<file path="src/sv/subbyte_tile_transposer_defines.svh">
// Assertion macros shared by the transposer RTL.
`ifndef SUBBYTE_TILE_TRANSPOSER_DEFINES_SVH
`define SUBBYTE_TILE_TRANSPOSER_DEFINES_SVH

// Same-cycle implication, sampled on clk, off during reset.
`define STT_ASSERT_NOW(lbl, ante, cons) \
    lbl: assert property (@(posedge clk) disable iff (!rst_n) (ante) |-> (cons)) \
        else $error("transposer check failed");

// Next-cycle implication, sampled on clk, off during reset.
`define STT_ASSERT_NEXT(lbl, ante, cons) \
    lbl: assert property (@(posedge clk) disable iff (!rst_n) (ante) |=> (cons)) \
        else $error("transposer check failed");

`endif

</file>
<file path="src/sv/stt_pkg.sv">
// Shared types and constants of the subbyte tile transposer.
`default_nettype none

package stt_pkg;

    // Default tile edge in elements
    localparam int STT_TILE_ELEMS = 64;

    // Configuration port
    localparam int PADDR_W = 3;
    localparam int PDATA_W = 32;
    localparam logic REG_IDX_NIBBLE_MODE = 1'b0;

    // Nibble masks
    localparam logic [7:0] NIB_MASK = 8'h0F;
    localparam logic [7:0] NIB_HIGH = 8'hF0;

    // Request opcodes
    typedef enum logic {
        OP_WRITE = 1'b0,
        OP_READ  = 1'b1
    } stt_op_t;

    // Per-read control that travels with the bank read
    typedef struct packed {
        logic in_range;  // position lies inside the tile
        logic nibble;    // packed int4 interpretation
        logic bank_sel;  // int8: odd original row lives in bank 1
        logic odd_elem;  // int4: element column odd, take high nibbles
    } stt_rd_info_t;

    // Pipeline status seen by the top level
    typedef struct packed {
        logic s1_valid;  // bank read data register holds a request
        logic hold;      // stage 1 cannot move on this cycle
    } stt_status_t;

endpackage

`default_nettype wire

</file>
<file path="src/sv/stt_out_stage.sv">
// Read pipeline control, nibble assembly and result register.
`default_nettype none

module stt_out_stage
    import stt_pkg::*;
(
    input  wire logic         clk,
    input  wire logic         rst_n,
    input  wire logic         rd_issue,
    input  wire stt_rd_info_t info_in,
    input  wire logic [7:0]   bank0_data,
    input  wire logic [7:0]   bank1_data,
    input  wire logic         out_stall,
    output logic              out_valid,
    output logic [7:0]        read_byte,
    output stt_status_t       status
);

    logic         s1_valid_reg;
    logic         s1_valid_next;
    stt_rd_info_t info_reg;
    logic         out_valid_reg;
    logic         out_valid_next;
    logic [7:0]   out_byte_reg;
    logic [7:0]   out_byte_next;
    logic         advance;
    logic [3:0]   lo_nib;
    logic [3:0]   hi_nib;

    // Stage 1 moves on when the result register is free or being taken
    assign advance = !out_valid_reg || !out_stall;

    // Control next state
    always_comb
    begin
        s1_valid_next = s1_valid_reg;
        out_valid_next = out_valid_reg;
        if (advance)
        begin
            out_valid_next = s1_valid_reg;
            s1_valid_next = 1'b0;
        end
        if (rd_issue)
        begin
            s1_valid_next = 1'b1;
        end
    end

    always_ff @(posedge clk or negedge rst_n)
    begin
        if (!rst_n)
        begin
            s1_valid_reg <= 1'b0;
            out_valid_reg <= 1'b0;
        end
        else
        begin
            s1_valid_reg <= s1_valid_next;
            out_valid_reg <= out_valid_next;
        end
    end

    // Control word captured alongside the bank read
    always_ff @(posedge clk)
    begin
        if (rd_issue)
        begin
            info_reg <= info_in;
        end
    end

    // int4: low nibble from even row bank, high nibble from odd row bank
    assign lo_nib = info_reg.odd_elem ? bank0_data[7:4] : bank0_data[3:0];
    assign hi_nib = info_reg.odd_elem ? bank1_data[7:4] : bank1_data[3:0];

    always_comb
    begin
        out_byte_next = '0;
        if (info_reg.in_range)
        begin
            if (info_reg.nibble)
            begin
                out_byte_next = ({4'h0, lo_nib} & NIB_MASK) | ({hi_nib, 4'h0} & NIB_HIGH);
            end
            else
            begin
                out_byte_next = info_reg.bank_sel ? bank1_data : bank0_data;
            end
        end
    end

    // Result register
    always_ff @(posedge clk)
    begin
        if (advance && s1_valid_reg)
        begin
            out_byte_reg <= out_byte_next;
        end
    end

    assign out_valid = out_valid_reg;
    assign read_byte = out_byte_reg;
    assign status.s1_valid = s1_valid_reg;
    assign status.hold = s1_valid_reg && !advance;

endmodule

`default_nettype wire

</file>
<file path="config.mk">
export PLATFORM = sky130hd
export DESIGN_NAME = stt_out_stage
export DESIGN_NICKNAME = d
export VERILOG_FILES = /design/src/sv/subbyte_tile_transposer_defines.svh /design/src/sv/stt_pkg.sv /design/src/sv/stt_out_stage.sv
export SDC_FILE = /design/constraint.sdc
export NUM_CORES = 1
export LEC_CHECK = 0
export BUFFER_PORTS_ARGS = -buffer_cell sky130_fd_sc_hd__buf_2
export CAP_MARGIN = 30
export CORE_ASPECT_RATIO = 1.2
export CORE_MARGIN = 2
export CORE_UTILIZATION = 35
export CTS_BUF_LIST = sky130_fd_sc_hd__clkbuf_4 sky130_fd_sc_hd__clkbuf_8
export DETAILED_ROUTE_END_ITERATION = 7
export GPL_TIMING_DRIVEN = 0
export SETUP_SLACK_MARGIN = 0.5
export SYNTH_ARGS = -nofsm -noshare
export SYNTH_HDL_FRONTEND = slang
export SYNTH_SLANG_ARGS = --single-unit
</file>
<file path="constraint.sdc">
create_clock -name clk -period 2.8 [get_ports clk]
set_input_delay 0.28 -clock clk [delete_from_list [all_inputs] [get_ports clk]]
set_output_delay 0.28 -clock clk [all_outputs]
set_load 0.02 [all_outputs]
</file>
Word-level counts from Yosys, hierarchy flattened
Index checks and enable logic that the tools add are counted.

word-level totals
  register bits after elaboration = 14
  output and inout bits = 11
  bits of input ports = 24

operators by class
  bitwise operators = 1
  reduce and logical (&&, ||, !) cells = 7
  muxes and demuxes = 6

operators with widths
  operator             count
  $mux W8              2
  $mux W4              2
  $or A4 B8 Y8         1
  $logic_not A1 Y1     3
  $logic_and A1 B1 Y1  2
  $mux W1              2
  $reduce_bool A2 Y1   1
  $logic_or A1 B1 Y1   1

Longest topological paths before layout
Gate-level depths: netlist of run 1.

  word-level depth = 4
  mapped depth = 4
  mapped depth without buffers = 3

Worst setup path after synthesis of run 1
Ideal clock, no wire load.

  kind = reg2reg
  start = register out_valid_reg (netlist: out_valid)
  end = register out_byte_reg[0] (netlist: read_byte[0]), enable pin
  cell stages (with the launch flop) = 2
  setup slack = 1.279 ns
  arrival = 1.135 ns
  library setup time = 0.385 ns
  data required time = 2.415 ns
  period minus slack after synthesis = 1.521 ns
  cell sequence = dfrtp_1 > a21boi_0

between the ends
  longest elaborated chain between the ends = 3

ends and longest elaborated chain
  element                 line                 RTL
  start, declared         stt_out_stage.sv:22  logic out_valid_reg;
  start signal, assigned  stt_out_stage.sv:59  out_valid_reg <= out_valid_next;
  $logic_not A1 Y1        stt_out_stage.sv:31  assign advance = !out_valid_reg || !out_stall;
  $logic_or A1 B1 Y1      stt_out_stage.sv:31
  $logic_and A1 B1 Y1     stt_out_stage.sv:95  if (advance && s1_valid_reg)
  end signal, assigned    stt_out_stage.sv:97  out_byte_reg <= out_byte_next;
  end, declared           stt_out_stage.sv:24  logic [7:0] out_byte_reg;

No other way between the ends.
A chain may end at the register's enable or synchronous reset.

Worst setup path in the final report of run 1
  start = register s1_valid_reg
  end = register out_byte_reg[6] (netlist: read_byte[6]), enable pin

between the ends
  longest elaborated chain between the ends = 1

ends and longest elaborated chain
  element                 line                 RTL
  start, declared         stt_out_stage.sv:19  logic s1_valid_reg;
  start signal, assigned  stt_out_stage.sv:58  s1_valid_reg <= s1_valid_next;
  $logic_and A1 B1 Y1     stt_out_stage.sv:95

No other way between the ends.

==> impl_results.md, run 1 <==
- Status: completed
- Syn_area_per_cell: 13.72 um^2
- # diodes: 0
- Most frequent cell after synthesis: edfxtp_1
- Setup Fix Bufs, Post-CTS: 0
- Nets: 122
- Initial Utilization: 0.3734
- Max-cap violation count: 0
- Critical path class: flop to flop
- Top routing layer in use: met3
- Worst Skew: 0.006559 ns
- GRT Util Overall: 0.1174
- P_leak: 0.5398 nW
- Buffers & Inverters on Critical Path: 1
- FF-to-FF Start: s1_valid_reg$_DFFE_PN0P_
- Pre-CTS setup slack: 1.496 ns
- Number of distinct library cells after synthesis: 17
- Clock power share: 0.247
- # setup viols final: 0
- Initial antenna violation count: 0
- Synth top area share: 0.4608
- Hold WC Path Type: primary input to flop
- HPWL after DPL: 1122 um
- Net Sw Frac: 0.2595
- Slew at the pin closest to its max-slew limit: 0.3892 ns
- Top delay family on crit path: flip-flops
- Vias: 589
- Pins Over Slew Limit: 0
- Min Tclk post-route: 1.315 ns
- Post-synthesis sequential area ratio: 0.5248
- # port buffers: 34
- Yosys reg bits: 14
- Die Area: 0.002630 mm^2
- Final Util: 0.4940
- DP Area: 994.7 um^2
- Unrepaired setup endpoints after global routing: no
- Post-synth ARST share: 0.1429
- Post-synth EDFFs: 12
- Critical Path RT: 2.78 ns
- Post-Route WL: 1461 um
- Cells after Synth: 57
- Core footprint: 0.002095 mm^2
- Power per cell area: 493.6 mW/mm^2
- Highest clock rate: 760.4 MHz
- Metal2 WL: 723 um
- Seq pwr share: 0.499
- Clock sink total: 14
- Grt ovf: 0
- M1 wire length: 664 um
- Critical Path Source: s1_valid_reg$_DFFE_PN0P_
- Syn. warnings: 0
- Setup crit end kind: flop
- CTS tree: built
- P_int: 0.3782 mW
- Syn nets: 81
- Critical-path cell list: a21boi_0 > buf_2
- Aggregate negative setup slack: 0 ns
- First-pass GRT wire length: 2297 um
- Vias in the first global route: 576
- H-tree depth: 1
- Die height: 55.78 um
- Fin crit share: 0.4697
- CTS root buf: clkbuf_4
- Final Wtd Congestion: 0.6787
- Worst Min Path Start: info_in[3]
- Rows: 18
- Width of the die: 47.15 um
- Share of cells above drive strength 1: 0.5464
- Design Area, Final: 0.001035 mm^2
- WP data arrival: 1.29 ns
- VDD IR max: 0.2989 mV
- Net Switching: 0.1325 mW
- DR iter-0 viols: 5
- Drt via density: 4.638
- Post-route ant nets: 0
- I/O pins: 35
- Layout area overhead: 32.32%
- Top post-synthesis cells by area: edfxtp_1 46%, mux2_4 13%, mux2i_1 10%
- Slowest stage delay, CP: 0.38 ns
- Met3 wire len: 73 um
- Post-Syn Area: 782.0 um^2
- Synth cell count leaders: 12 x edfxtp_1, 8 x mux2i_1, 7 x mux2_4, 7 x nand2_1, 7 x o211a_1
- DRC: 0
- CTS Buf Count: 3
- Pin count of the biggest net entering global routing: 11
- Clock transition at path regs: 0.08 ns
- Worst-path fanout max: 6
- Fill count: 199
- Max-slew headroom: 0.7382
- First-pass iteration count of the detailed router: 3
- Cell taking the most area after synthesis: edfxtp_1
- Combinational power share: 0.254
- Max Root-Sink Buffers: 2
- Hold Vio Cnt, Final: 0
- Clk Latency, worst-skew pair: 0.27 ns
- Crit path launch type: flop
- Top_reg_cell synth: edfxtp_1
- Final Power: 0.5107 mW
- Critical-path top delay cell: dfrtp_1
- Wire length per cell: 11.50 um
- Max FFs per register: 8
- Setup WS post-layout: 1.485 ns
## per-stage QoR
step,std cells,hold slack [ns]
2_1_floorplan,57,-0.01559
3_3_place_gp,121,0.06571
3_5_place_dp,122,0.06640
4_1_cts,127,0.1723
5_1_grt,127,0.1680
6_report,127,0.1773
## what timing repair did
| item | in CTS | in global routing |
|---|---|---|
| hold buffers | 1 | 0 |
| hold endpoints to repair | 2 | 0 |
| gates resized for setup | 0 | 0 |
## kinds of logic after synthesis
logic type	Yosys count	synth area share
AOI/OAI and AO/OA	11	0.1248
buffers and inverters	6	0.05279
DFF	14	0.5248
and+or+nand+nor	11	0.06081
muxes	15	0.2368
## path summary, 6_finish.rpt
path                            slack (ns)  cells after the start                          to
worst max-delay path                  1.48                      2  read_byte[6]$_SDFFCE_PN0P_
worst min-delay path                  0.18                      1       info_reg[3]$_DFFE_PP_
worst max register to register        1.48                      2  read_byte[6]$_SDFFCE_PN0P_
worst min register to register        0.51                      1       out_valid$_DFFE_PN0P_
max in group asynchronous             2.39                      2       out_valid$_DFFE_PN0P_
min in group asynchronous             0.32                      2    s1_valid_reg$_DFFE_PN0P_
## layer usage
metal,up-vias,global-route usage
met5,-,0
met2,20,0.1977
li1,294,-
met4,0,0.02381
met3,0,0.01948
met1,275,0.1535
## layout by cell type (no fill, tap or decap), drive strengths merged
| cell type | netlist | final |
|---|---|---|
| mux2i | 8 | 8 |
| a21o | 1 | 1 |
| clkbuf | 0 | 4 |
| buf | 6 | 41 |
| o21ai | 1 | 1 |
| nor3 | 1 | 1 |
| dfrtp | 2 | 2 |
| nand2 | 7 | 7 |
| a211oi | 1 | 1 |
| and3 | 1 | 1 |
| mux2 | 7 | 7 |
| dlygate4sd3 | 0 | 1 |
| or2 | 1 | 1 |
| edfxtp | 12 | 12 |
| a21boi | 1 | 1 |
| nor2 | 1 | 1 |
| o211a | 7 | 7 |
## cell type report
type	count	area, um^2	area share
Sequential cell	14	410.4	0.3966
Multi-Input combinational cell	37	330.3	0.3192
Timing Repair Buffer	36	185.2	0.1790
Buffer	6	41.29	0.03990
Tap cell	30	37.54	0.03628
Clock buffer	4	30.03	0.02902
## power groups by stage
stage / Combinational [mW] / Sequential, mW / Clock (mW)
global placement: 0.127 / 0.260 / 0
global route: 0.142 / 0.257 / 0.134
CTS: 0.132 / 0.255 / 0.129
finish: 0.130 / 0.255 / 0.126
floorplan: 0.0683 / 0.277 / 0
detailed placement: 0.130 / 0.260 / 0
Power figures use the tool's default switching activity.
==> inputs of run 2 (changes only) <==
--- a/config.mk
+++ b/config.mk
@@ -5,6 +5,7 @@
 export SDC_FILE = /design/constraint.sdc
 export NUM_CORES = 1
 export LEC_CHECK = 0
+export ABC_AREA = 1
 export BUFFER_PORTS_ARGS = -buffer_cell sky130_fd_sc_hd__buf_2
 export CAP_MARGIN = 30
 export CORE_ASPECT_RATIO = 1.2
==> constraint.sdc (replaced) <==
create_clock -name clk -period 1.3 [get_ports clk]
set_input_delay 0.13 -clock clk [delete_from_list [all_inputs] [get_ports clk]]
set_output_delay 0.13 -clock clk [all_outputs]
set_load 0.02 [all_outputs]
==> impl_results.md, run 2 <==
- Post-synth ARST share: 0.1429
- Vias: 790
- Syn nets: 124
- Net Switching: 0.3738 mW
- Highest clock rate: 895.0 MHz
- Flop-to-flop setup slack: 0.18 ns
- Clock sink total: 14
- # diodes: 0
- Share of cells above drive strength 1: 0.5379
- FF-to-FF Start: out_valid$_DFFE_PN0P_
- Vias in the first global route: 741
- Hold Vio Cnt, Final: 0
- Worst-path fanout max: 8
- Post-synth EDFFs: 12
- Max FFs per register: 8
- # port buffers: 34
- Cells after Synth: 100
- Width of the die: 49.44 um
- Max Root-Sink Buffers: 2
- Syn_area_per_cell: 8.671 um^2
- Worst r2r path cells: 3
- CTS root buf: clkbuf_4
- Setup crit end kind: flop
- Power per cell area: 978.6 mW/mm^2
- Slowest stage delay, CP: 0.43 ns
- P_int: 0.8788 mW
- Pins Over Slew Limit: 0
- GRT Util Overall: 0.1404
- Combinational power share: 0.305
- Unrepaired setup endpoints after global routing: yes
- Top_reg_cell synth: edfxtp_1
- Pre-CTS setup slack: 0.2340 ns
- Seq pwr share: 0.443
- Hold WC Path Type: primary input to flop
- Worst Min Path Start: info_in[0]
- First-pass GRT wire length: 3070 um
- Net Sw Frac: 0.2984
- VDD IR max: 0.7678 mV
- Top post-synthesis cells by area: edfxtp_1 42%, nand2_1 12%, nand3_2 9.2%
- Clk Latency, worst-skew pair: 0.28 ns
- DRC: 0
- Initial antenna violation count: 0
- I/O pins: 35
- Post-route ant nets: 0
- Pin count of the biggest net entering global routing: 10
- Fin crit share: 0.8595
- Syn. warnings: 0
- Slew at the pin closest to its max-slew limit: 0.3236 ns
- Wire length per cell: 10.98 um
- Hold Crit Depth: 1
- Yosys reg bits: 14
- Critical Path RT: 1.31 ns
- P_leak: 0.6389 nW
- # setup viols final: 0
- Number of distinct library cells after synthesis: 16
- Synth cell count leaders: 27 x nand2_1, 18 x inv_1, 12 x edfxtp_1, 8 x nand3_1, 8 x nand3_2
- DR iter-0 viols: 6
- H-tree depth: 1
- Max-cap violation count: 0
- Worst hold slack: 0.01936 ns
- Post-Route WL: 1933 um
- Fill count: 239
- Top delay family on crit path: flip-flops
- CTS Buf Count: 3
- Post-Syn Area: 867.1 um^2
- Reg-to-reg endpoint: read_byte[5]$_SDFFCE_PN0P_
- Most common cell after layout, fill and taps aside: buf_2
- Cell taking the most area after synthesis: edfxtp_1
- Final Wtd Congestion: 0.7738
- Clock power share: 0.252
- Die Area: 0.002893 mm^2
- Max-slew headroom: 0.7840
- First-pass iteration count of the detailed router: 4
- Critical path class: flop to flop
- Worst Skew: 0.004377 ns
- Most frequent cell after synthesis: nand2_1
- Drt via density: 4.489
- Clock transition at path regs: 0.09 ns
- Layout area overhead: 47.62%
- Rows: 19
- Critical-path cell list: buf_4 > a21oi_4 > buf_12
- WP data arrival: 1.12 ns
- Initial Utilization: 0.3722
- Grt ovf: 0
- Post-synthesis sequential area ratio: 0.4733
- Hold Path End: info_reg[0]$_DFFE_PP_
- Nets: 170
- Core footprint: 0.002330 mm^2
- Setup WS post-layout: 0.1827 ns
- Aggregate negative setup slack: 0 ns
- Critical-path top delay cell: dfrtp_2
- Status: completed
- Buffers & Inverters on Critical Path: 2
- Synth top area share: 0.4156
- Crit path launch type: flop
- HPWL after DPL: 1361 um
- Die height: 58.53 um
- CTS tree: built
- Min Tclk post-route: 1.117 ns
- Most frequent cells in the layout: 30 x buf_2, 25 x nand2_1, 17 x inv_1
==> run 2: cell types whose count changed after synthesis, moves of 8 or more <==
cell     before  now
inv_1         0   18
mux2i_1       8    0
nand2_1       7   27
nand3_1       0    8
nand3_2       0    8
==> run 2: per-layer routing <==
metal,share of wire,track usage
met5,0,0
met4,0.014,0.05952
met3,0.047,0.02538
met2,0.55,0.2741
met1,0.39,0.1470
==> run 2: power by group through the flow <==
| stage | Sequential [mW] | Clock [mW] | Combinational [mW] |
|---|---|---|---|
| floorplan | 0.597 | 0 | 0.179 |
| global placement | 0.560 | 0 | 0.309 |
| detailed placement | 0.561 | 0 | 0.313 |
| CTS | 0.551 | 0.327 | 0.340 |
| global route | 0.560 | 0.349 | 0.416 |
| finish | 0.555 | 0.316 | 0.382 |
==> run 2: layout make-up <==
cell class,count,area (um^2),area share
Sequential cell,14,411.6,0.3216
Multi-Input combinational cell,61,379.1,0.2962
Timing Repair Buffer,41,272.8,0.2131
Inverter,21,103.9,0.08113
Tap cell,31,38.79,0.03030
Buffer,4,37.54,0.02933
Clock buffer,4,36.28,0.02835
==> run 2: stage by stage <==
step,power (mW),cells,util,cell area (um^2)
2_1_floorplan,0.7768,100,-,889.6
3_3_place_gp,0.8685,165,0.4715,1099
3_5_place_dp,0.8741,165,0.4715,1099
4_1_cts,1.219,172,0.5081,1184
5_1_grt,1.324,176,0.5494,1280
6_report,1.253,176,0.5494,1280
==> run 2: cell families after synthesis <==
| family | Yosys count | synth area share |
|---|---|---|
| simple gates | 52 | 0.3175 |
| buf+inv | 25 | 0.1486 |
| flops | 14 | 0.4733 |
| compound gates | 9 | 0.06061 |
==> run 2: worst max path at each step <==
| stage | from | endpoint | slack (ns) | depth (start not counted) |
|---|---|---|---|---|
| finish | out_valid$_DFFE_PN0P_ | read_byte[5]$_SDFFCE_PN0P_ | 0.18 | 3 |
| global route | out_valid$_DFFE_PN0P_ | status[0] | 0.15 | 3 |
| CTS | out_valid$_DFFE_PN0P_ | status[0] | 0.18 | 3 |
| detailed placement | info_reg[0]$_DFFE_PP_ | read_byte[5]$_SDFFCE_PN0P_ | 0.23 | 5 |
| global placement | info_reg[0]$_DFFE_PP_ | read_byte[1]$_SDFFCE_PN0P_ | 0.23 | 5 |
| floorplan | out_valid$_DFFE_PN0P_ | read_byte[0]$_SDFFCE_PN0P_ | 0.28 | 1 |
==> run 2: timing repair <==
| action | CTS | global route |
|---|---|---|
| resized for setup | 5 | 18 |
| hold buffers | 1 | 1 |
| buffers inserted | 2 | 1 |
| cloned | 0 | 2 |
| setup endpoints to repair | 28 | 29 |
| pin swaps | 1 | 3 |
| hold endpoints to repair | 2 | 1 |
